<file path="config.mk">
export PLATFORM = sky130hd
export DESIGN_NAME = positional_list_engine_unit
export DESIGN_NICKNAME = d
export VERILOG_FILES = /design/src/rtl/ple_pkg.sv /design/src/rtl/ple_cell.sv /design/src/rtl/ple_ctrl.sv /design/src/rtl/positional_list_engine_unit.sv
export SDC_FILE = /design/constraint.sdc
export NUM_CORES = 1
export LEC_CHECK = 0
export BUFFER_PORTS_ARGS = -buffer_cell sky130_fd_sc_hd__buf_2
export CORE_AREA = 2 2 307 309
export CTS_BUF_LIST = sky130_fd_sc_hd__clkbuf_2
export DETAILED_ROUTE_END_ITERATION = 8
export DIE_AREA = 0 0 309 311
export GPL_TIMING_DRIVEN = 0
export SLEW_MARGIN = 10
export SYNTH_ARGS = -nofsm -noshare
export SYNTH_HDL_FRONTEND = slang
export SYNTH_HIERARCHICAL = 1
export SYNTH_SLANG_ARGS = --single-unit
</file>
<file path="constraint.sdc">
create_clock -name clk -period 8.12 [get_ports clk]
set_input_delay 0.406 -clock clk [delete_from_list [all_inputs] [get_ports clk]]
set_output_delay 0.406 -clock clk [all_outputs]
set_load 0.01 [all_outputs]
</file>
<file path="src/rtl/ple_pkg.sv">
// Shared types and constants for the positional list engine.
// No dependencies; every other file refers to it by scoped names.
package ple_pkg;

  localparam int CAPACITY = 16;
  localparam int IDX_W    = $clog2(CAPACITY);
  localparam int CNT_W    = $clog2(CAPACITY + 1);
  localparam int OP_W     = 4;
  localparam int POS_W    = 5;
  localparam int VAL_W    = 32;
  localparam int ST_W     = 2;

  typedef enum logic [OP_W-1:0] {
    OP_INS_FRONT = 4'd0,
    OP_INS_BACK  = 4'd1,
    OP_INS_AT    = 4'd2,
    OP_REM_FRONT = 4'd3,
    OP_REM_BACK  = 4'd4,
    OP_REM_AT    = 4'd5,
    OP_READ      = 4'd6,
    OP_WRITE     = 4'd7,
    OP_CLEAR     = 4'd8
  } op_t;

  typedef enum logic [ST_W-1:0] {
    ST_OK     = 2'd0,
    ST_EMPTY  = 2'd1,
    ST_BADPOS = 2'd2,
    ST_FULL   = 2'd3
  } status_t;

  // Broadcast action for the cell row
  typedef enum logic [1:0] {
    CMD_NONE   = 2'd0,
    CMD_INSERT = 2'd1,
    CMD_REMOVE = 2'd2,
    CMD_WRITE  = 2'd3
  } cmd_kind_t;

  typedef struct packed {
    cmd_kind_t         kind;
    logic [IDX_W-1:0]  idx;
    logic [VAL_W-1:0]  value;
  } cell_cmd_t;

  // Result bookkeeping from the controller
  typedef struct packed {
    logic              take;
    status_t           status;
    logic [CNT_W-1:0]  length;
  } result_t;

endpackage

</file>
<file path="src/rtl/ple_cell.sv">
// One list slot: holds an entry and trades it with its neighbors.
// Depends on ple_pkg for the command struct and widths.
module ple_cell (
  input  logic                         clk,
  input  logic [ple_pkg::IDX_W-1:0]    slot,
  input  ple_pkg::cell_cmd_t           cmd,
  input  logic [ple_pkg::VAL_W-1:0]    left,
  input  logic [ple_pkg::VAL_W-1:0]    right,
  output logic [ple_pkg::VAL_W-1:0]    q
);

  // Load, shift back, shift forward or hold
  always_ff @(posedge clk) begin
    unique case (cmd.kind)
      ple_pkg::CMD_INSERT: begin
        if (slot == cmd.idx) begin
          q <= cmd.value;
        end else if (slot > cmd.idx) begin
          q <= left;
        end
      end
      ple_pkg::CMD_REMOVE: begin
        if (slot >= cmd.idx) begin
          q <= right;
        end
      end
      ple_pkg::CMD_WRITE: begin
        if (slot == cmd.idx) begin
          q <= cmd.value;
        end
      end
      default: begin
        q <= q;
      end
    endcase
  end

endmodule

</file>
<file path="src/rtl/ple_ctrl.sv">
// Operation decoder and length register for the positional list engine.
// Depends on ple_pkg; drives the command broadcast to the cell row.
module ple_ctrl (
  input  logic                         clk,
  input  logic                         rst,
  input  logic                         accept,
  input  logic [ple_pkg::OP_W-1:0]     op,
  input  logic [ple_pkg::POS_W-1:0]    pos,
  input  logic [ple_pkg::VAL_W-1:0]    value,
  output ple_pkg::cell_cmd_t           cmd,
  output ple_pkg::result_t             res
);

  logic [ple_pkg::CNT_W-1:0] count;
  logic [ple_pkg::CNT_W-1:0] count_next;
  logic [ple_pkg::CNT_W:0]   count_p1;
  logic [ple_pkg::POS_W-1:0] pos_m1;
  logic [ple_pkg::IDX_W-1:0] pos_idx;
  logic                      full;
  logic                      empty;
  logic                      in_list;
  logic                      ins_ok;

  assign count_p1 = {1'b0, count} + 1'b1;
  assign pos_m1   = pos - 1'b1;
  assign pos_idx  = ple_pkg::IDX_W'(pos_m1);
  assign full     = (count >= ple_pkg::CNT_W'(ple_pkg::CAPACITY));
  assign empty    = (count == '0);
  assign in_list  = (pos != '0) && ((ple_pkg::CNT_W+1)'(pos) <= {1'b0, count});
  assign ins_ok   = (pos != '0) && ((ple_pkg::CNT_W+1)'(pos) <= count_p1);

  // Decode one beat into a row command and its result
  always_comb begin
    cmd.kind   = ple_pkg::CMD_NONE;
    cmd.idx    = '0;
    cmd.value  = value;
    res.take   = 1'b0;
    res.status = ple_pkg::ST_OK;
    count_next = count;
    unique case (op) inside
      ple_pkg::OP_INS_FRONT, ple_pkg::OP_INS_BACK, ple_pkg::OP_INS_AT: begin
        if (full) begin
          res.status = ple_pkg::ST_FULL;
        end else if (op == ple_pkg::OP_INS_AT && !ins_ok) begin
          res.status = ple_pkg::ST_BADPOS;
        end else begin
          cmd.kind   = ple_pkg::CMD_INSERT;
          count_next = ple_pkg::CNT_W'(count_p1);
          if (op == ple_pkg::OP_INS_FRONT) begin
            cmd.idx = '0;
          end else if (op == ple_pkg::OP_INS_BACK) begin
            cmd.idx = ple_pkg::IDX_W'(count);
          end else begin
            cmd.idx = pos_idx;
          end
        end
      end
      ple_pkg::OP_REM_FRONT, ple_pkg::OP_REM_BACK, ple_pkg::OP_REM_AT: begin
        if (empty) begin
          res.status = ple_pkg::ST_EMPTY;
        end else if (op == ple_pkg::OP_REM_AT && !in_list) begin
          res.status = ple_pkg::ST_BADPOS;
        end else begin
          cmd.kind   = ple_pkg::CMD_REMOVE;
          res.take   = 1'b1;
          count_next = count - 1'b1;
          if (op == ple_pkg::OP_REM_FRONT) begin
            cmd.idx = '0;
          end else if (op == ple_pkg::OP_REM_BACK) begin
            cmd.idx = ple_pkg::IDX_W'(count - 1'b1);
          end else begin
            cmd.idx = pos_idx;
          end
        end
      end
      ple_pkg::OP_READ: begin
        cmd.idx = pos_idx;
        if (!in_list) begin
          res.status = ple_pkg::ST_BADPOS;
        end else begin
          res.take = 1'b1;
        end
      end
      ple_pkg::OP_WRITE: begin
        cmd.idx = pos_idx;
        if (!in_list) begin
          res.status = ple_pkg::ST_BADPOS;
        end else begin
          cmd.kind = ple_pkg::CMD_WRITE;
        end
      end
      ple_pkg::OP_CLEAR: begin
        count_next = '0;
      end
      default: begin
        count_next = count;
      end
    endcase
    // Drop the row command when no beat is taken
    if (!accept) begin
      cmd.kind = ple_pkg::CMD_NONE;
    end
    res.length = count_next;
  end

  // Advance the length on each accepted beat
  always_ff @(posedge clk) begin
    if (rst) begin
      count <= '0;
    end else if (accept) begin
      count <= count_next;
    end
  end

endmodule

</file>
<file path="src/rtl/positional_list_engine_unit.sv">
// Top level of the positional list engine: controller plus a row of cells.
// Depends on ple_pkg, ple_ctrl and ple_cell.
//
// Usage:
//   Drive op, pos and value and raise start; a beat is taken at each rising
//   edge with start high and busy low. busy never rises in this design, so
//   a new beat can be taken in every cycle.
//   Each beat gives exactly one result in the next cycle: done is high for
//   that single cycle with data, status and length. The receiver cannot
//   hold results off; they must be captured when done is high.
//   Throughput: 1 beat per cycle. Every operation, including inserts and
//   removes that move many entries, gives its result in the next cycle
//   because each cell takes its neighbor's entry in parallel.
//   data is the value read or removed, zero otherwise.
//   Reset (rst, synchronous) empties the list and drops done. Entry
//   storage is not cleared; positions at or beyond the length are never
//   read.
module positional_list_engine_unit (
  input  logic                         clk,
  input  logic                         rst,
  input  logic                         start,
  output logic                         busy,
  input  logic [ple_pkg::OP_W-1:0]     op,
  input  logic [ple_pkg::POS_W-1:0]    pos,
  input  logic signed [ple_pkg::VAL_W-1:0] value,
  output logic                         done,
  output logic signed [ple_pkg::VAL_W-1:0] data,
  output logic [ple_pkg::ST_W-1:0]     status,
  output logic [ple_pkg::CNT_W-1:0]    length
);

  logic                       accept;
  ple_pkg::cell_cmd_t         cmd;
  ple_pkg::result_t           res;
  logic [ple_pkg::VAL_W-1:0]  q [ple_pkg::CAPACITY];
  logic [ple_pkg::VAL_W-1:0]  picked;

  assign busy   = 1'b0;
  assign accept = start && !busy;

  ple_ctrl u_ctrl (
    .clk    (clk),
    .rst    (rst),
    .accept (accept),
    .op     (op),
    .pos    (pos),
    .value  (value),
    .cmd    (cmd),
    .res    (res)
  );

  // Row of cells; the ends take their own value as the missing neighbor
  for (genvar i = 0; i < ple_pkg::CAPACITY; i++) begin : g_cell
    logic [ple_pkg::VAL_W-1:0] left;
    logic [ple_pkg::VAL_W-1:0] right;
    if (i == 0) begin : g_first
      assign left = q[i];
    end else begin : g_mid_l
      assign left = q[i-1];
    end
    if (i == ple_pkg::CAPACITY - 1) begin : g_last
      assign right = q[i];
    end else begin : g_mid_r
      assign right = q[i+1];
    end
    ple_cell u_cell (
      .clk   (clk),
      .slot  (ple_pkg::IDX_W'(i)),
      .cmd   (cmd),
      .left  (left),
      .right (right),
      .q     (q[i])
    );
  end

  // Select the addressed entry before the row moves
  assign picked = res.take ? q[cmd.idx] : '0;

  // Result strobe
  always_ff @(posedge clk) begin
    if (rst) begin
      done <= 1'b0;
    end else begin
      done <= accept;
    end
  end

  // Result payload
  always_ff @(posedge clk) begin
    if (accept) begin
      data   <= picked;
      status <= res.status;
      length <= res.length;
    end
  end

endmodule

</file>
==> results of run 1 <==
-- final timing paths --
path	from	end	slack, ns	cells past startpoint
setup reg to reg	u_ctrl/count[0]	data[29]	1.93	17
hold reg to reg	g_cell[3].u_cell/q[11]	g_cell[4].u_cell/q[11]	0.66	2
setup / recovery	u_ctrl/count[0]	data[29]	1.93	17
hold / removal	start	data[27]	0.06	2
-- per-layer routing --
| metal | wire length, µm | up-vias |
|---|---|---|
| met5 | 0 | - |
| met4 | 4060 | 0 |
| met3 | 7210 | 228 |
| met2 | 64100 | 996 |
| met1 | 58400 | 15230 |
| li1 | - | 13744 |
-- logic make-up after synthesis --
kind of cell    Yosys count  synth area share [%]
fa+ha+maj                79                  2.39
compound gates          323                  5.50
other cells               2                0.0182
flops                   557                  40.3
mux                    1736                  42.3
buf+inv                 370                  5.88
simple gates            251                  3.45
xor+xnor                  7                 0.148
-- cell type report --
class | count | share of cell area (%)
clock inverters | 45 | 0.575
diodes | 9 | 0.0483
well taps | 1254 | 3.37
multi-input cells | 2461 | 48.9
plain buffers | 277 | 4.46
inverters | 93 | 0.749
flip-flops and latches | 557 | 35.8
repair buffers | 173 | 3.68
clock buffers | 233 | 2.50
-- cell usage in the layout, fill, tap and decap left out, types with 63 or more instances in the layout --
cell / instances
a22oi_1: 112
buf_2: 149
buf_4: 89
buf_6: 63
clkbuf_2: 233
conb_1: 65
dlygate4sd3_1: 102
edfxtp_1: 551
ha_1: 79
inv_1: 93
mux2i_1: 1728
nand2_1: 99
nor2_1: 64
-- timing repair --
action / CTS / global route
buffers inserted: 0 / 0
hold buffers: 102 / 0
hold endpoints to repair: 564 / 0
-- state kept, by name (all words and copies together), names as in the netlist --
name / flops
data: 32
length: 5
g_cell.u_cell/q: 512
done: 1
u_ctrl/count: 5
status: 2
-- per-stage QoR --
stage          area [µm²]  power, W  instances  setup slack [ns]
6_report            46600   0.00715       5102              1.93
5_1_grt             46600   0.00748       5101              1.84
4_1_cts             46600   0.00721       5093              2.18
3_5_place_dp        44100   0.00495       4713              2.14
3_3_place_gp        43400   0.00487       4693             -1.34
2_1_floorplan       41600   0.00446       3388              2.16
-- power by group through the flow --
stage	Combinational (W)	Clock [W]	Sequential, W
after floorplan	0.00104	0	0.00342
after global placement	0.00142	0	0.00345
after detailed placement	0.00150	0	0.00344
after CTS	0.00155	0.00228	0.00338
after global routing	0.00167	0.00243	0.00339
final	0.00157	0.00220	0.00338
==> run metrics, run 1 <==
DP HPWL 99500 µm; GRT overflow 0; Yosys reg bits 557; synth warn 6; LEAKAGE 18.2 nW; largest net degree at the start of global routing 46; Final Hold Viols 0; Clock Skew 0.0866 ns; Tot GR Track Use 27.4%; Clk Latency, worst-skew pair 1.49 ns; post-CTS resize count 0; crit path cell chain ha_1 -> nand3_1 -> xnor2_1 -> ha_1 -> and3_1 -> and3_1 -> a211oi_1 -> nor2_1 -> a21oi_1 -> o31ai_4 -> buf_8 -> nor2b_1 -> buf_2 -> clkbuf_1 -> a22oi_1 -> nand2_1 -> o22ai_1; port bufs 51; switching share of power 33.1%; Async SR Flop Fraction 0%; setup TNS 0 ns; combinational share of power 22.0%; Die Y 311 µm; register area share after synthesis 40.3%; H-tree depth 4; 1st-iter DRT viols 2177; Syn Area/Cell 12.4 µm²; synth top area cells mux2i_1, edfxtp_1, ha_1; Netlist Area Pre-Place 0.0413 mm²; gr busiest metal met2; nature of the critical path startpoint flop; Max stage delay cell, worst path clkbuf_1; outcome finished, final reports clean; vias 30198; post-synth top area cell mux2i_1; total CTS buffers 163; Util after Layout 50.2%; IO Pins 85; Worst setup EP type flop; Final setup viols 0; peak fanout along the critical path 16; multi-input logic area 0.0228 mm²; Rel. slew slack 9.69%; Crit path max-delay family buffers and inverters; Setup Crit Path Kind flop to flop; clock share of power 30.8%; min Tclk post-route 6.19 ns; max cap viols 0; M3 GR Usage 4.10%; routability cong. 0.913; CTS sink count 557; Max VDD drop 0.135 mV; Longest Clk Path Bufs 3; Core Rows 112; vias per cell 5.92; Worst path max stage delay 1.03 ns; Pwr Density 153 mW/mm²; Final ANT Viol Nets 0; most frequent cell after synthesis mux2i_1; DIE WIDTH 309 µm; Gate Count Post-Synth 3325; Post-synth top cells mux2i_1, edfxtp_1, a22oi_1, buf_2, nand2_1; initial antenna violation count 11; DR WL/cell 26.2 µm; Critical Path AT 7.27 ns; Layout area overhead 12.8%; drt first pass iters 6; register area 0.0167 mm²; dominant synthesized flop cell edfxtp_1; internal power 0.00479 W; GR Util met2 45.5%; Reg power frac 47.2%; nets 3849; WHS 0.0555 ns; RSZ-0062 raised after global routing false; fillers 8407; Unique masters post-synth 64; Peak Freq 162 MHz; Hold Path Class primary input to flop; vias in the first global route 31977; Critical Path RT 9.20 ns; core area 0.0928 mm²; Slew Viols, Final 0; TritonCTS clock tree built; Net Sw Power 0.00236 W; actual slew at the worst max-slew pin 1.35 ns; Post-synth EDFFs 551; Synth top area share 41.9%; fin crit share 76.2%; GR met1 Demand/Resource 36.4%; share of cells above drive strength 1 16.5%; Initial Utilization 44.6%; Worst Path Buf+Inv 3; first-pass GRT wire length 199000 µm; Clock Pin Slew Worst Setup and Hold Paths 0.10 ns; CTS root buf clkbuf_2; final routed DRC violation total 0; full die area 0.0961 mm²; Routed WL 134000 µm
No activity file was read; power rests on OpenSTA's default activity.
==> inputs of run 2 (changes only) <==
Clock period 8.12 ns to 6.45 ns, I/O delays scaled along.
==> run 2 against run 1 <==
  * Sequential power grew 26%
  * Largest cell class unchanged
  * Non-clock buffer count increased by 41
  * Critical path type unchanged
  * Core utilization up 0.54 points
  * Highest routed layer unchanged
==> run metrics, run 2 (same netlist as run 1, synthesis figures left out) <==
full die area 0.0961 mm²; Slew Viols, Final 0; 1st-iter DRT viols 2281; Finished Cell Area 0.0471 mm²; multi-input logic area 0.0228 mm²; most common cell after layout, fill and taps aside mux2i_1; actual slew at the worst max-slew pin 1.37 ns; TritonCTS clock tree built; most flop-heavy register g_cell.u_cell/q; final routed DRC violation total 0; core area 0.0928 mm²; LEAKAGE 18.4 nW; final setup margin 0.265 ns; worst hold stages 6; post-CTS resize count 0; max cap viols 0; total CTS buffers 163; Worst setup EP type flop; GRT overflow 0; vias per cell 5.92; Routed WL 136000 µm; DIE WIDTH 309 µm; nets 3890; Rel. slew slack 8.52%; crit path capture data[29]; peak fanout along the critical path 16; Pwr Density 192 mW/mm²; DR WL/cell 26.5 µm; Max VDD drop 0.166 mV; RSZ-0062 raised after global routing false; Longest Clk Path Bufs 3; Critical Path AT 7.25 ns; Setup Crit Path Kind flop to flop; Final setup viols 0; reg-to-reg startpoint u_ctrl/count[0]; IO Pins 85; R2R cell count 17; register-to-register setup slack 0.27 ns; Die Y 311 µm; CTS root buf clkbuf_2; routability cong. 0.913; fillers 8380; Util after Layout 50.8%; Core Rows 112; vias 30454; min Tclk post-route 6.18 ns; reg2reg end data[29]; largest registers g_cell.u_cell/q (512), data (32); Layout area overhead 14.0%; register area 0.0167 mm²; share of cells above drive strength 1 16.6%; Tot GR Track Use 27.9%; post-placement cell area 0.0441 mm²; vias in the first global route 32357; outcome finished, final reports clean; Clock Pin Slew Worst Setup and Hold Paths 0.10 ns; DP HPWL 99500 µm; Critical Path RT 7.52 ns; fin crit share 95.9%; drt first pass iters 5; port bufs 51; Final Hold Viols 0; Peak Freq 162 MHz; Hold Path Class primary input to flop; pre-CTS WS 0.469 ns; largest net degree at the start of global routing 46; CTS sink count 557; nature of the critical path startpoint flop; commonest cells after routing, fill and taps aside mux2i_1, edfxtp_1, clkbuf_2, buf_2, dlygate4sd3_1; initial antenna violation count 11; Clock Skew 0.0898 ns; Initial Utilization 44.6%; Final ANT Viol Nets 0; hold path startpoint op[2]; CP startpoint u_ctrl/count[0]; max reg flops 512; H-tree depth 4; first-pass GRT wire length 202000 µm; Clk Latency, worst-skew pair 1.48 ns
## run 2: cell types whose count changed in the layout (fill, tap and decap cells not counted)
cell / previous run / this run
dlygate4sd3_1: 102 / 134
buf_12: 11 / 20
diode_2: 9 / 8
## run 2: per-layer routing
| metal | up-vias | GRT usage, % | part of all wire (%) |
|---|---|---|---|
| li1 | 13827 | - | - |
| met3 | 227 | 4.20 | 5.3 |
| met2 | 967 | 46.5 | 48 |
| met1 | 15433 | 36.5 | 43 |
| met5 | - | 0 | 0 |
| met4 | 0 | 10.7 | 3.4 |
## run 2: per-stage QoR
step / total power [W] / cells / setup TNS [ns] / hold slack [ns]
4_1_cts: 0.00911 / 5133 / 0 / 0.00652
3_3_place_gp: 0.00613 / 4693 / -1174.29 / 0.590
5_1_grt: 0.00946 / 5141 / 0 / 0.136
6_report: 0.00905 / 5142 / 0 / 0.193
2_1_floorplan: 0.00561 / 3388 / 0 / 0.394
3_5_place_dp: 0.00623 / 4713 / 0 / 0.597
## run 2: critical path, cell delays in order, from the launching register on
cell and delay, ns:
dfxtp_1 0.58, ha_1 0.33, nand3_1 0.19, xnor2_1 0.17
ha_1 0.30, and3_1 0.20, and3_1 0.20, a211oi_1 0.56
nor2_1 0.33, a21oi_1 0.32, o31ai_4 0.18, buf_8 0.21
nor2b_1 0.10, buf_2 0.41, clkbuf_1 1.05, a22oi_1 0.30
nand2_1 0.16, o22ai_1 0.24
## run 2: how the worst min path moves through the flow
stage / to / slack, ns
2_1_floorplan: done / 0.39
5_1_grt: status[0] / 0.14
3_5_place_dp: done / 0.60
6_report: status[0] / 0.19
3_3_place_gp: done / 0.59
4_1_cts: status[0] / 0.007
## run 2: cell type report
type	instances	area share [%]
Multi-Input combinational cell	2461	48.3
Sequential cell	557	35.4
Timing Repair Buffer	214	4.70
Buffer	277	4.42
Tap cell	1254	3.33
Clock buffer	233	2.48
Inverter	93	0.741
Clock inverter	45	0.568
Antenna cell	8	0.0425
## run 2: repair_timing
action	CTS	global route
endpoints found under the setup margin	0	0
hold endpoints to repair	564	15
buffers inserted	0	0
hold buffers	142	1
## run 2: where the power goes
part	internal, W	switching [W]
Combinational	0.000814	0.00121
Sequential	0.00415	0.0000957
Clock	0.00108	0.00169
Total	0.00605	0.00300
